$ cat src/rtl/mbdlp_pkg.sv
// Shared types, register indexes, event codes and reset values for the button debouncer.
`timescale 1ns / 1ps

package mbdlp_pkg;

	localparam int MAX_EV    = 3;
	localparam int EVQ_DEPTH = 4;

	localparam int CFG_W   = 16;
	localparam int TIME_W  = 32;
	localparam int CFG_IDX_W = 2;

	localparam logic [CFG_IDX_W-1:0] CFG_DEBOUNCE   = 2'd0;
	localparam logic [CFG_IDX_W-1:0] CFG_LONG_PRESS = 2'd1;
	localparam logic [CFG_IDX_W-1:0] CFG_HOLD       = 2'd2;

	localparam logic [CFG_W-1:0] DEBOUNCE_RST   = 16'd20;
	localparam logic [CFG_W-1:0] LONG_PRESS_RST = 16'd600;
	localparam logic [CFG_W-1:0] HOLD_RST       = 16'd2000;

	typedef enum logic [2:0] {
		EV_ACTIVITY = 3'd0,
		EV_LEFT     = 3'd1,
		EV_RIGHT    = 3'd2,
		EV_SHORT    = 3'd3,
		EV_LONG     = 3'd4,
		EV_HOLD     = 3'd5
	} ev_code_t;

	typedef struct packed {
		ev_code_t code;
		logic     last;
	} ev_t;

	// Events produced by one poll, handed to the event queue in a single push.
	typedef struct packed {
		logic                en;
		logic [1:0]          n;
		ev_t [MAX_EV-1:0]    ev;
	} ev_push_t;

endpackage

$ cat src/rtl/matrix_button_debounce_long_press.sv
// Top level of the matrix button debouncer with center long press.
//
// Input channel (in_valid/in_ready): one poll per transaction, carrying the
// millisecond timestamp now_ms and the two active-high matrix lines.
// Output channel (out_valid/out_ready): one event per transaction; last_event
// marks the final event of a poll. A poll yields zero to three events.
// Configuration: write cfg_wdata to register cfg_index when cfg_we is high;
// index 0 debounce, 1 long press, 2 hold time. Unused indexes are ignored.
// Write only while no poll is in flight.
//
// Timing: the poll is registered in the evaluation stage, its events are then
// written into the event queue, and out_valid rises once the queue holds them.
// A poll leaves the evaluation stage once the event queue has room for all its
// events, so the block takes one poll per cycle as long as the queue has room,
// and the sustained rate is set by the one-event-per-cycle output port.
// A stalled receiver fills the event queue; the evaluation stage then holds
// and in_ready drops. Reset clears all debounce state, timers and the queue
// and restores the default thresholds (20, 600, 2000 ms).
`timescale 1ns / 1ps

module matrix_button_debounce_long_press import mbdlp_pkg::*; #(
	parameter int EvqDepth = EVQ_DEPTH
) (
	input  logic                 clk,
	input  logic                 arst_n,
	input  logic                 in_valid,
	output logic                 in_ready,
	input  logic [TIME_W-1:0]    now_ms,
	input  logic                 line_a_low,
	input  logic                 line_b_low,
	output logic                 out_valid,
	input  logic                 out_ready,
	output logic [2:0]           event_code,
	output logic                 last_event,
	input  logic                 cfg_we,
	input  logic [CFG_IDX_W-1:0] cfg_index,
	input  logic [CFG_W-1:0]     cfg_wdata
);

	logic [CFG_W-1:0] debounce_q;
	logic [CFG_W-1:0] long_press_q;
	logic [CFG_W-1:0] hold_q;
	logic [1:0]       space;
	ev_push_t         push;

	always_ff @(posedge clk or negedge arst_n) begin
		if (!arst_n) begin
			debounce_q   <= DEBOUNCE_RST;
			long_press_q <= LONG_PRESS_RST;
			hold_q       <= HOLD_RST;
		end else if (cfg_we) begin
			unique case (cfg_index)
				CFG_DEBOUNCE:   debounce_q   <= cfg_wdata;
				CFG_LONG_PRESS: long_press_q <= cfg_wdata;
				CFG_HOLD:       hold_q       <= cfg_wdata;
				default: ;
			endcase
		end
	end

	mbdlp_eval u_eval (
		.clk           (clk),
		.arst_n        (arst_n),
		.in_valid      (in_valid),
		.in_ready      (in_ready),
		.now_ms        (now_ms),
		.line_a_low    (line_a_low),
		.line_b_low    (line_b_low),
		.debounce_ms   (debounce_q),
		.long_press_ms (long_press_q),
		.hold_ms       (hold_q),
		.space         (space),
		.push          (push)
	);

	mbdlp_evq #(
		.Depth (EvqDepth)
	) u_evq (
		.clk        (clk),
		.arst_n     (arst_n),
		.push       (push),
		.space      (space),
		.out_valid  (out_valid),
		.out_ready  (out_ready),
		.event_code (event_code),
		.last_event (last_event)
	);

endmodule

$ cat src/rtl/mbdlp_eval.sv
// Poll register, per-button debounce state and event generation for one poll per cycle while the event queue has room.
`timescale 1ns / 1ps

module mbdlp_eval import mbdlp_pkg::*; (
	input  logic              clk,
	input  logic              arst_n,
	input  logic              in_valid,
	output logic              in_ready,
	input  logic [TIME_W-1:0] now_ms,
	input  logic              line_a_low,
	input  logic              line_b_low,
	input  logic [CFG_W-1:0]  debounce_ms,
	input  logic [CFG_W-1:0]  long_press_ms,
	input  logic [CFG_W-1:0]  hold_ms,
	input  logic [1:0]        space,
	output ev_push_t          push
);

	localparam int NCAND = 7;

	logic              valid_s1;
	logic [TIME_W-1:0] now_s1;
	logic              a_s1;
	logic              b_s1;

	logic [2:0]        raw_prev_q;
	logic [2:0]        deb_q;
	logic [TIME_W-1:0] start_q [3];
	logic [TIME_W-1:0] cpt_q;
	logic              long_fired_q;
	logic              hold_fired_q;

	logic [2:0]        raw;
	logic [2:0]        chg;
	logic [TIME_W-1:0] start_n [3];
	logic [2:0]        pass;
	logic [2:0]        deb_n;
	logic [2:0]        press;
	logic [2:0]        rel;
	logic [TIME_W-1:0] cpt_n;
	logic              lf0;
	logic              hf0;
	logic              short_ev;
	logic [TIME_W-1:0] held;
	logic              fire_long;
	logic              fire_hold;
	logic [NCAND-1:0]  cand_v;
	ev_code_t          cand_c [NCAND];
	logic [2:0]        cnt;
	ev_t [MAX_EV-1:0]  evs;
	logic              advance;

	assign advance  = valid_s1 && (cnt[1:0] <= space);
	assign in_ready = !valid_s1 || advance;

	always_ff @(posedge clk or negedge arst_n) begin
		if (!arst_n) begin
			valid_s1 <= 1'b0;
		end else if (in_ready) begin
			valid_s1 <= in_valid;
		end
	end

	always_ff @(posedge clk) begin
		if (in_ready && in_valid) begin
			now_s1 <= now_ms;
			a_s1   <= line_a_low;
			b_s1   <= line_b_low;
		end
	end

	assign raw[0] = a_s1 & ~b_s1;
	assign raw[1] = ~a_s1 & b_s1;
	assign raw[2] = a_s1 & b_s1;

	always_comb begin
		for (int i = 0; i < 3; i++) begin
			chg[i]     = raw[i] != raw_prev_q[i];
			start_n[i] = chg[i] ? now_s1 : start_q[i];
			pass[i]    = (now_s1 - start_n[i]) >= {{(TIME_W-CFG_W){1'b0}}, debounce_ms};
			deb_n[i]   = pass[i] ? raw[i] : deb_q[i];
			press[i]   = pass[i] & ~deb_q[i] & raw[i];
			rel[i]     = pass[i] & deb_q[i] & ~raw[i];
		end
	end

	// A center press restarts the hold timer and re-arms both one-shot events.
	assign cpt_n     = press[2] ? now_s1 : cpt_q;
	assign lf0       = press[2] ? 1'b0 : long_fired_q;
	assign hf0       = press[2] ? 1'b0 : hold_fired_q;
	assign short_ev  = rel[2] & ~lf0;
	assign held      = now_s1 - cpt_n;
	assign fire_long = deb_n[2] & ~lf0 & (held >= {{(TIME_W-CFG_W){1'b0}}, long_press_ms});
	assign fire_hold = deb_n[2] & ~hf0 & (held >= {{(TIME_W-CFG_W){1'b0}}, hold_ms});

	// Candidate events in emission order; only the first three are kept.
	always_comb begin
		cand_v    = {fire_hold, fire_long, press[2] | short_ev, press[1], press[1],
			press[0], press[0]};
		cand_c[0] = EV_ACTIVITY;
		cand_c[1] = EV_LEFT;
		cand_c[2] = EV_ACTIVITY;
		cand_c[3] = EV_RIGHT;
		cand_c[4] = press[2] ? EV_ACTIVITY : EV_SHORT;
		cand_c[5] = EV_LONG;
		cand_c[6] = EV_HOLD;
	end

	always_comb begin
		cnt = 3'd0;
		evs = '0;
		for (int k = 0; k < NCAND; k++) begin
			if (cand_v[k] && cnt < 3'(MAX_EV)) begin
				evs[cnt[1:0]].code = cand_c[k];
				cnt = cnt + 3'd1;
			end
		end
		if (cnt != 3'd0) begin
			evs[cnt[1:0] - 2'd1].last = 1'b1;
		end
	end

	assign push.en = advance;
	assign push.n  = cnt[1:0];
	assign push.ev = evs;

	always_ff @(posedge clk or negedge arst_n) begin
		if (!arst_n) begin
			raw_prev_q   <= '0;
			deb_q        <= '0;
			for (int i = 0; i < 3; i++) begin
				start_q[i] <= '0;
			end
			cpt_q        <= '0;
			long_fired_q <= 1'b0;
			hold_fired_q <= 1'b0;
		end else if (advance) begin
			raw_prev_q   <= raw;
			deb_q        <= deb_n;
			for (int i = 0; i < 3; i++) begin
				start_q[i] <= start_n[i];
			end
			cpt_q        <= cpt_n;
			long_fired_q <= lf0 | fire_long;
			hold_fired_q <= hf0 | fire_hold;
		end
	end

endmodule

$ cat src/rtl/mbdlp_evq.sv
// Event queue that takes up to three events per cycle and delivers one per transaction.
`timescale 1ns / 1ps

module mbdlp_evq import mbdlp_pkg::*; #(
	parameter int Depth = EVQ_DEPTH
) (
	input  logic       clk,
	input  logic       arst_n,
	input  ev_push_t   push,
	output logic [1:0] space,
	output logic       out_valid,
	input  logic       out_ready,
	output logic [2:0] event_code,
	output logic       last_event
);

	// Depth must be a power of two, at least MAX_EV, so the pointers wrap naturally.
	localparam int AW = $clog2(Depth);
	localparam int CW = $clog2(Depth + 1);

	ev_t           mem [Depth];
	logic [AW-1:0] wr_ptr_q;
	logic [AW-1:0] rd_ptr_q;
	logic [CW-1:0] count_q;
	logic          pop;
	logic [1:0]    pushed;
	logic [CW:0]   free;

	assign pop    = (count_q != '0) && out_ready;
	assign pushed = push.en ? push.n : 2'd0;
	assign free   = (CW+1)'(Depth) - {1'b0, count_q} + (CW+1)'(pop);
	assign space  = (free >= (CW+1)'(MAX_EV)) ? 2'(MAX_EV) : free[1:0];

	always_ff @(posedge clk) begin
		for (int k = 0; k < MAX_EV; k++) begin
			if (k < int'(pushed)) begin
				mem[wr_ptr_q + AW'(k)] <= push.ev[k];
			end
		end
	end

	always_ff @(posedge clk or negedge arst_n) begin
		if (!arst_n) begin
			wr_ptr_q <= '0;
			rd_ptr_q <= '0;
			count_q  <= '0;
		end else begin
			wr_ptr_q <= wr_ptr_q + AW'(pushed);
			rd_ptr_q <= rd_ptr_q + AW'(pop);
			count_q  <= count_q + CW'(pushed) - CW'(pop);
		end
	end

	assign out_valid  = count_q != '0;
	assign event_code = mem[rd_ptr_q].code;
	assign last_event = mem[rd_ptr_q].last;

endmodule

$ cat config.mk
export PLATFORM = sky130hd
export DESIGN_NAME = matrix_button_debounce_long_press
export DESIGN_NICKNAME = d
export VERILOG_FILES = /design/src/rtl/mbdlp_pkg.sv /design/src/rtl/matrix_button_debounce_long_press.sv /design/src/rtl/mbdlp_eval.sv /design/src/rtl/mbdlp_evq.sv
export SDC_FILE = /design/constraint.sdc
export NUM_CORES = 1
export LEC_CHECK = 0
export BUFFER_PORTS_ARGS = -buffer_cell sky130_fd_sc_hd__buf_2
export CORE_ASPECT_RATIO = 0.7
export CORE_MARGIN = 10
export CORE_UTILIZATION = 40
export DETAILED_ROUTE_END_ITERATION = 7
export SETUP_SLACK_MARGIN = 0.4
export SYNTH_ARGS = -nofsm -noshare
export SYNTH_HDL_FRONTEND = slang
export SYNTH_SLANG_ARGS = --single-unit
export TNS_END_PERCENT = 5
$ cat constraint.sdc
create_clock -name clk -period 38.5 [get_ports clk]
set_clock_uncertainty 0.1 [all_clocks]
set_input_delay 3.85 -clock clk [delete_from_list [all_inputs] [get_ports clk]]
set_output_delay 3.85 -clock clk [all_outputs]
set_load 0.005 [all_outputs]
==> results of run 1 <==
## worst max-delay path by stage
stage	end	slack [ps]	cells past startpoint
3_3_place_gp	in_ready	21020	60
6_report	in_ready	20130	59
5_1_grt	in_ready	18950	60
2_1_floorplan	in_ready	22530	61
3_5_place_dp	in_ready	20850	59
4_1_cts	in_ready	20190	59
## flip-flops by register name, summed over array words and instances, names as in the netlist, 3 cells and up
register and cells:
u_evq.mem 16, long_press_q 16, u_eval.cpt_q 32, u_eval.deb_q 3
debounce_q 16, u_evq.count_q 3, hold_q 16, u_eval.raw_prev_q 3
u_eval.start_q 96, u_eval.now_s1 32
## cells by family (layout without fill, tap and decap cells)
kind of cell               after synthesis  count (layout)
buffers and inverters                  218             262
DFF                                    242             242
AOI/OAI and AO/OA                      619             619
xor gates and xnor gates                90              90
adders and majority gates              235             235
and+or+nand+nor                        610             610
muxes                                  226             226
## critical path: cells and delay by family, from the launching register on
family,cells,cell delay (ps)
compound gates,26,5370
xor+xnor,2,470
fa+ha+maj,7,1990
buf+inv,4,740
flops,1,490
mux,1,300
simple gates,19,4480
## routing by layer
metal  vias to the layer above  GRT usage, %  share of wire (%)
li1                       8220             -                  -
met1                      8126          27.8                 52
met3                        75          3.35                6.1
met5                         -             0              0.019
met2                       414          26.8                 40
met4                         2          3.80                2.0
## per-stage QoR
step	area (µm²)	hold slack, ps	util, %	std cells
4_1_cts	22300	383	44.1	2958
3_3_place_gp	21400	357	42.3	2908
2_1_floorplan	20400	346	-	2240
5_1_grt	22300	406	44.1	2958
3_5_place_dp	21400	369	42.3	2908
6_report	22300	377	44.1	2958
## cell usage in the layout (no fill, tap or decap), types with 27 or more instances in the layout
cell type  count
nand2_1      215
clkbuf_16     28
mux2i_1      118
a21oi_1      144
buf_2         61
mux2_2       103
inv_1        129
nand2b_1      48
dfrtp_1      180
nor2_1       131
o21ai_0      170
xnor2_1       52
nor2b_1       27
edfxtp_1      50
nand3_1       37
a21o_1        80
ha_1         215
xor2_1        36
## cell type report
| cell class | count | area [µm²] | area share, % |
|---|---|---|---|
| clock buffers | 39 | 752 | 3.37 |
| inverters | 130 | 488 | 2.18 |
| flip-flops and latches | 242 | 6320 | 28.3 |
| clock inverters | 11 | 138 | 0.616 |
| well taps | 674 | 843 | 3.78 |
| repair buffers | 82 | 469 | 2.10 |
| multi-input cells | 1780 | 13300 | 59.7 |
==> summary.txt, run 1 <==
Crit path arrival time: 14420 ps
post-synth top area cell: dfrtp_1
Synth Area in Simple Gates: 14.7%
CTS Hold Buffers Added: 0
Synth Net Count: 2516
Starting Density: 40.3%
critical path type: flip-flop to primary output
nets@finish: 2539
GR Util All Layers: 18.5%
main flop type after synthesis: dfrtp_1
DRC: 0
post-layout min period: 18370 ps
main combinational cell family by area after synthesis: compound AO/OA/AOI/OAI gates
synthesis-stage register bit count: 242
Max Cap Violations: 0
worst min-delay path category: flip-flop to flip-flop
xor-xnor portion of the synthesized cell area: 3.86%
largest cells by area after synthesis: dfrtp_1 22%, ha_1 13%, edfxtp_1 7.3%
R2R setup slack: 22970 ps
Filler cells: 4914
Final Hold Fails: 0
startpoint types: flip-flop
drt total wl: 57600 µm
Die H: 209 µm
Crit. End Element: primary output
Setup violations, final: 0
Max stage delay on crit path: 920 ps
Worst Path Required: 34550 ps
Wirelength per Cell: 19.5 µm
initial antenna violation count: 1
CTS tree: done
maximum clock insertion buffer count: 3
Core ar.: 50700 µm²
Worst-Margin Slew: 1090 ps
Post-synth EDFFs: 50
DP HPWL: 44900 µm
I/O Pins: 63
via count: 16800
die width: 290 µm
DR iter-0 viols: 1168
CTS Root Cell: clkbuf_16
Mean Syn Cell Area: 9.13 µm²
fmax: 54.4 MHz
largest net degree at the start of global routing: 89
pre-CTS WS: 20850 ps
WHS Endpoint: u_eval.start_q[94]$_DFFE_PN0N_
Post-Syn Area: 20400 µm²
mean number of vias per cell: 5.69
Synthesis Warnings: 0
final antenna-violating net count: 0
reg2reg path depth: 63
PortBufs: 62
synth cell count leaders: 217 x nand2_1, 215 x ha_1, 180 x dfrtp_1
Clk Latency, worst-skew pair: 580 ps
Clock Pin Slew Worst Setup and Hold Paths: 60 ps
R2R Path Start: u_eval.b_s1$_DFFE_PP_
H-tree levels: 1
Rows: 69
Setup crit start: u_eval.b_s1$_DFFE_PP_
Final Worst Setup Slack: 20130 ps
setup tns final: 0 ps
Max Slew Vio Count: 0
multiplexer share of the synthesized area: 11.9%
CTS buffer count: 27
DRT Pass-1 Iters: 5
Worst Hold Depth: 2
highest-delay cell along the critical path: nand2_2
sequential-to-total area share from yosys stat: 30.9%
Hold Crit Start: u_eval.start_q[94]$_DFFE_PN0N_
area grow syn2layout: 9.26%
GRT overflow: 0
setup bufs post-CTS: 0
Post-Syn Instances: 2240
Antenna Cells: 0
Synth Area in Compound Gates: 20.1%
post-cts sizing count: 0
Rel. slew slack: 26.8%
CP Max Fanout: 40
count of cell types in the netlist: 116
Synth Area in Adders: 14.4%
unrepaired setup endpoints after global routing: false
Synth async-reset ratio: 79.3%
Synth top area share: 22.0%
global-route wire length before repair: 91500 µm
final worst-path cycle share: 47.7%
status: finished, final reports clean
gpl congestion: 0.937
reg-to-reg endpoint: u_evq.count_q[2]$_DFF_PN0_
clock sinks: 242
top-count cell post-synth: nand2_1
vias in the first global route: 16500
die footprint: 60700 µm²
share of cells above drive strength 1: 13.0%
Power of run 1 is left out: the tool's default activity adds up to more than one toggle a clock period on the data nets, which glitch-free logic cannot reach.
==> run 2, diff against run 1 <==
clock period = 18.1 ns   (was 38.5 ns; I/O delays follow)
==> run 2 against run 1 <==
  * Sequential share of layout area fell by 0.076 points
  * Non-clock buffer count fell by 7
  * Wire length barely moved
  * First-iteration DRC count rose by 5.0%
  * Highest routed layer is now met4
==> summary.txt, run 2 (same netlist as run 1, synthesis figures left out) <==
Rel. slew slack: 26.5% (-0.25 points)
CTS tree: done
Core ar.: 50700 µm² (unchanged)
Setup violations, final: 0 (unchanged)
setup tns final: 0 ps (unchanged)
mean number of vias per cell: 5.69 (about the same)
final antenna-violating net count: 0 (unchanged)
I/O Pins: 63 (unchanged)
Largest regs: u_eval.start_q: 96 flops, u_eval.cpt_q: 32 flops, u_eval.now_s1: 32 flops
largest net degree at the start of global routing: 89 (unchanged)
Starting Density: 40.3% (unchanged)
Clock Pin Slew Worst Setup and Hold Paths: 60 ps (about the same)
CTS Hold Buffers Added: 0 (unchanged)
CP Max Fanout: 40 (unchanged)
setup bufs post-CTS: 0 (unchanged)
Die H: 209 µm (unchanged)
Top reg by flops: u_eval.start_q
DRC: 0 (unchanged)
highest-delay cell along the critical path: nand2_2
Antenna Cells: 0 (unchanged)
most frequent cells in the layout: 215 x nand2_1, 215 x ha_1, 180 x dfrtp_1, 170 x o21ai_0, 144 x a21oi_1
global-route wire length before repair: 91400 µm (-0.14%)
status: finished, final reports clean
clock sinks: 242 (unchanged)
gpl congestion: 0.927 (-1.1%)
Worst-Margin Slew: 1100 ps (+3.80 ps)
initial antenna violation count: 0 (-1)
post-layout min period: 16310 ps
CTS Root Cell: clkbuf_16
critical path type: flip-flop to primary output
Final Hold Fails: 0 (unchanged)
fmax: 61.3 MHz
nets@finish: 2534 (-0.20%)
share of cells above drive strength 1: 13.0% (-0.071 points)
Max Slew Vio Count: 0 (unchanged)
unrepaired setup endpoints after global routing: false
DR iter-0 viols: 1226 (+5.0%)
Crit. End Element: primary output
area grow syn2layout: 9.55%
Worst Path Required: 16190 ps (-18360 ps)
final worst-path cycle share: 90.1%
vias in the first global route: 16200 (-1.5%)
FF+latch area: 6320 µm² (unchanged)
PortBufs: 62 (unchanged)
via count: 16800 (-0.059%)
Rows: 69 (unchanged)
DP HPWL: 45100 µm (+0.64%)
maximum clock insertion buffer count: 3 (unchanged)
startpoint types: flip-flop
Max Cap Violations: 0 (unchanged)
max reg flops: 96 (unchanged)
Wirelength per Cell: 19.5 µm (+0.14%)
die width: 290 µm (unchanged)
Crit path arrival time: 14400 ps (-20 ps)
drt total wl: 57700 µm (about the same)
Filler cells: 4899 (-0.31%)
Max stage delay on crit path: 930 ps (about the same)
CTS buffer count: 29 (+7.4%)
post-cts sizing count: 0 (unchanged)
GR Util All Layers: 18.4% (-0.047 points)
multi-input logic area: 13300 µm² (unchanged)
H-tree levels: 1 (unchanged)
die footprint: 60700 µm² (unchanged)
Clk Latency, worst-skew pair: 590 ps (about the same)
GRT overflow: 0 (unchanged)
DRT Pass-1 Iters: 6 (+1)
worst min-delay path category: flip-flop to flip-flop
[run 2: per-stage QoR]
step | setup WS, ps | hold slack [ps] | util, % | cells | area (µm²)
finish | 1790 | 380 | 44.2 | 2955 | 22400
global route | 570 | 400 | 44.2 | 2955 | 22400
CTS | 1750 | 384 | 44.2 | 2955 | 22400
detailed placement | 2380 | 367 | 42.2 | 2901 | 21400
global placement | 2760 | 361 | 42.2 | 2901 | 21400
floorplan | 4170 | 346 | - | 2240 | 20400
[run 2: area by class of cell]
class,instances,area share [%]
Multi-Input combinational cell,1780,59.5
Clock inverter,15,0.838
Clock buffer,39,3.64
Timing Repair Buffer,75,1.86
Tap cell,674,3.77
Sequential cell,242,28.2
Inverter,130,2.18
[run 2: per-layer routing]
metal / GRT usage [%] / vias up / part of all wire, %
li1: - / 8216 / -
met1: 28.4 / 8169 / 53
met2: 26.7 / 390 / 41
met3: 2.92 / 52 / 5.6
met4: 2.78 / 0 / 1.2
met5: 0 / - / 0
[run 2: final timing paths]
check / startpoint / to / slack (ps) / cells past startpoint
max: u_eval.b_s1$_DFFE_PP_ / in_ready / 1790 / 60
min: u_eval.start_q[83]$_DFFE_PN0N_ / u_eval.start_q[83]$_DFFE_PN0N_ / 380 / 2
max reg2reg: u_eval.b_s1$_DFFE_PP_ / u_eval.start_q[6]$_DFFE_PN0N_ / 2620 / 62
min reg2reg: u_eval.start_q[83]$_DFFE_PN0N_ / u_eval.start_q[83]$_DFFE_PN0N_ / 380 / 2
max in group asynchronous: arst_n / long_press_q[14]$_DFFE_PN0P_ / 14770 / 3
min in group asynchronous: arst_n / u_eval.start_q[85]$_DFFE_PN0N_ / 1150 / 1
[run 2: critical path: cells and delay by family, from the launching register on]
kind / cells / cell delay (ps)
AO/OA/AOI/OAI: 27 / 5610
AND/OR/NAND/NOR: 19 / 4330
adder cells (fa/ha/maj): 8 / 2110
buffers and inverters: 4 / 760
flip-flops: 1 / 490
XOR/XNOR: 2 / 460
Power of run 2 is left out for the same reason.
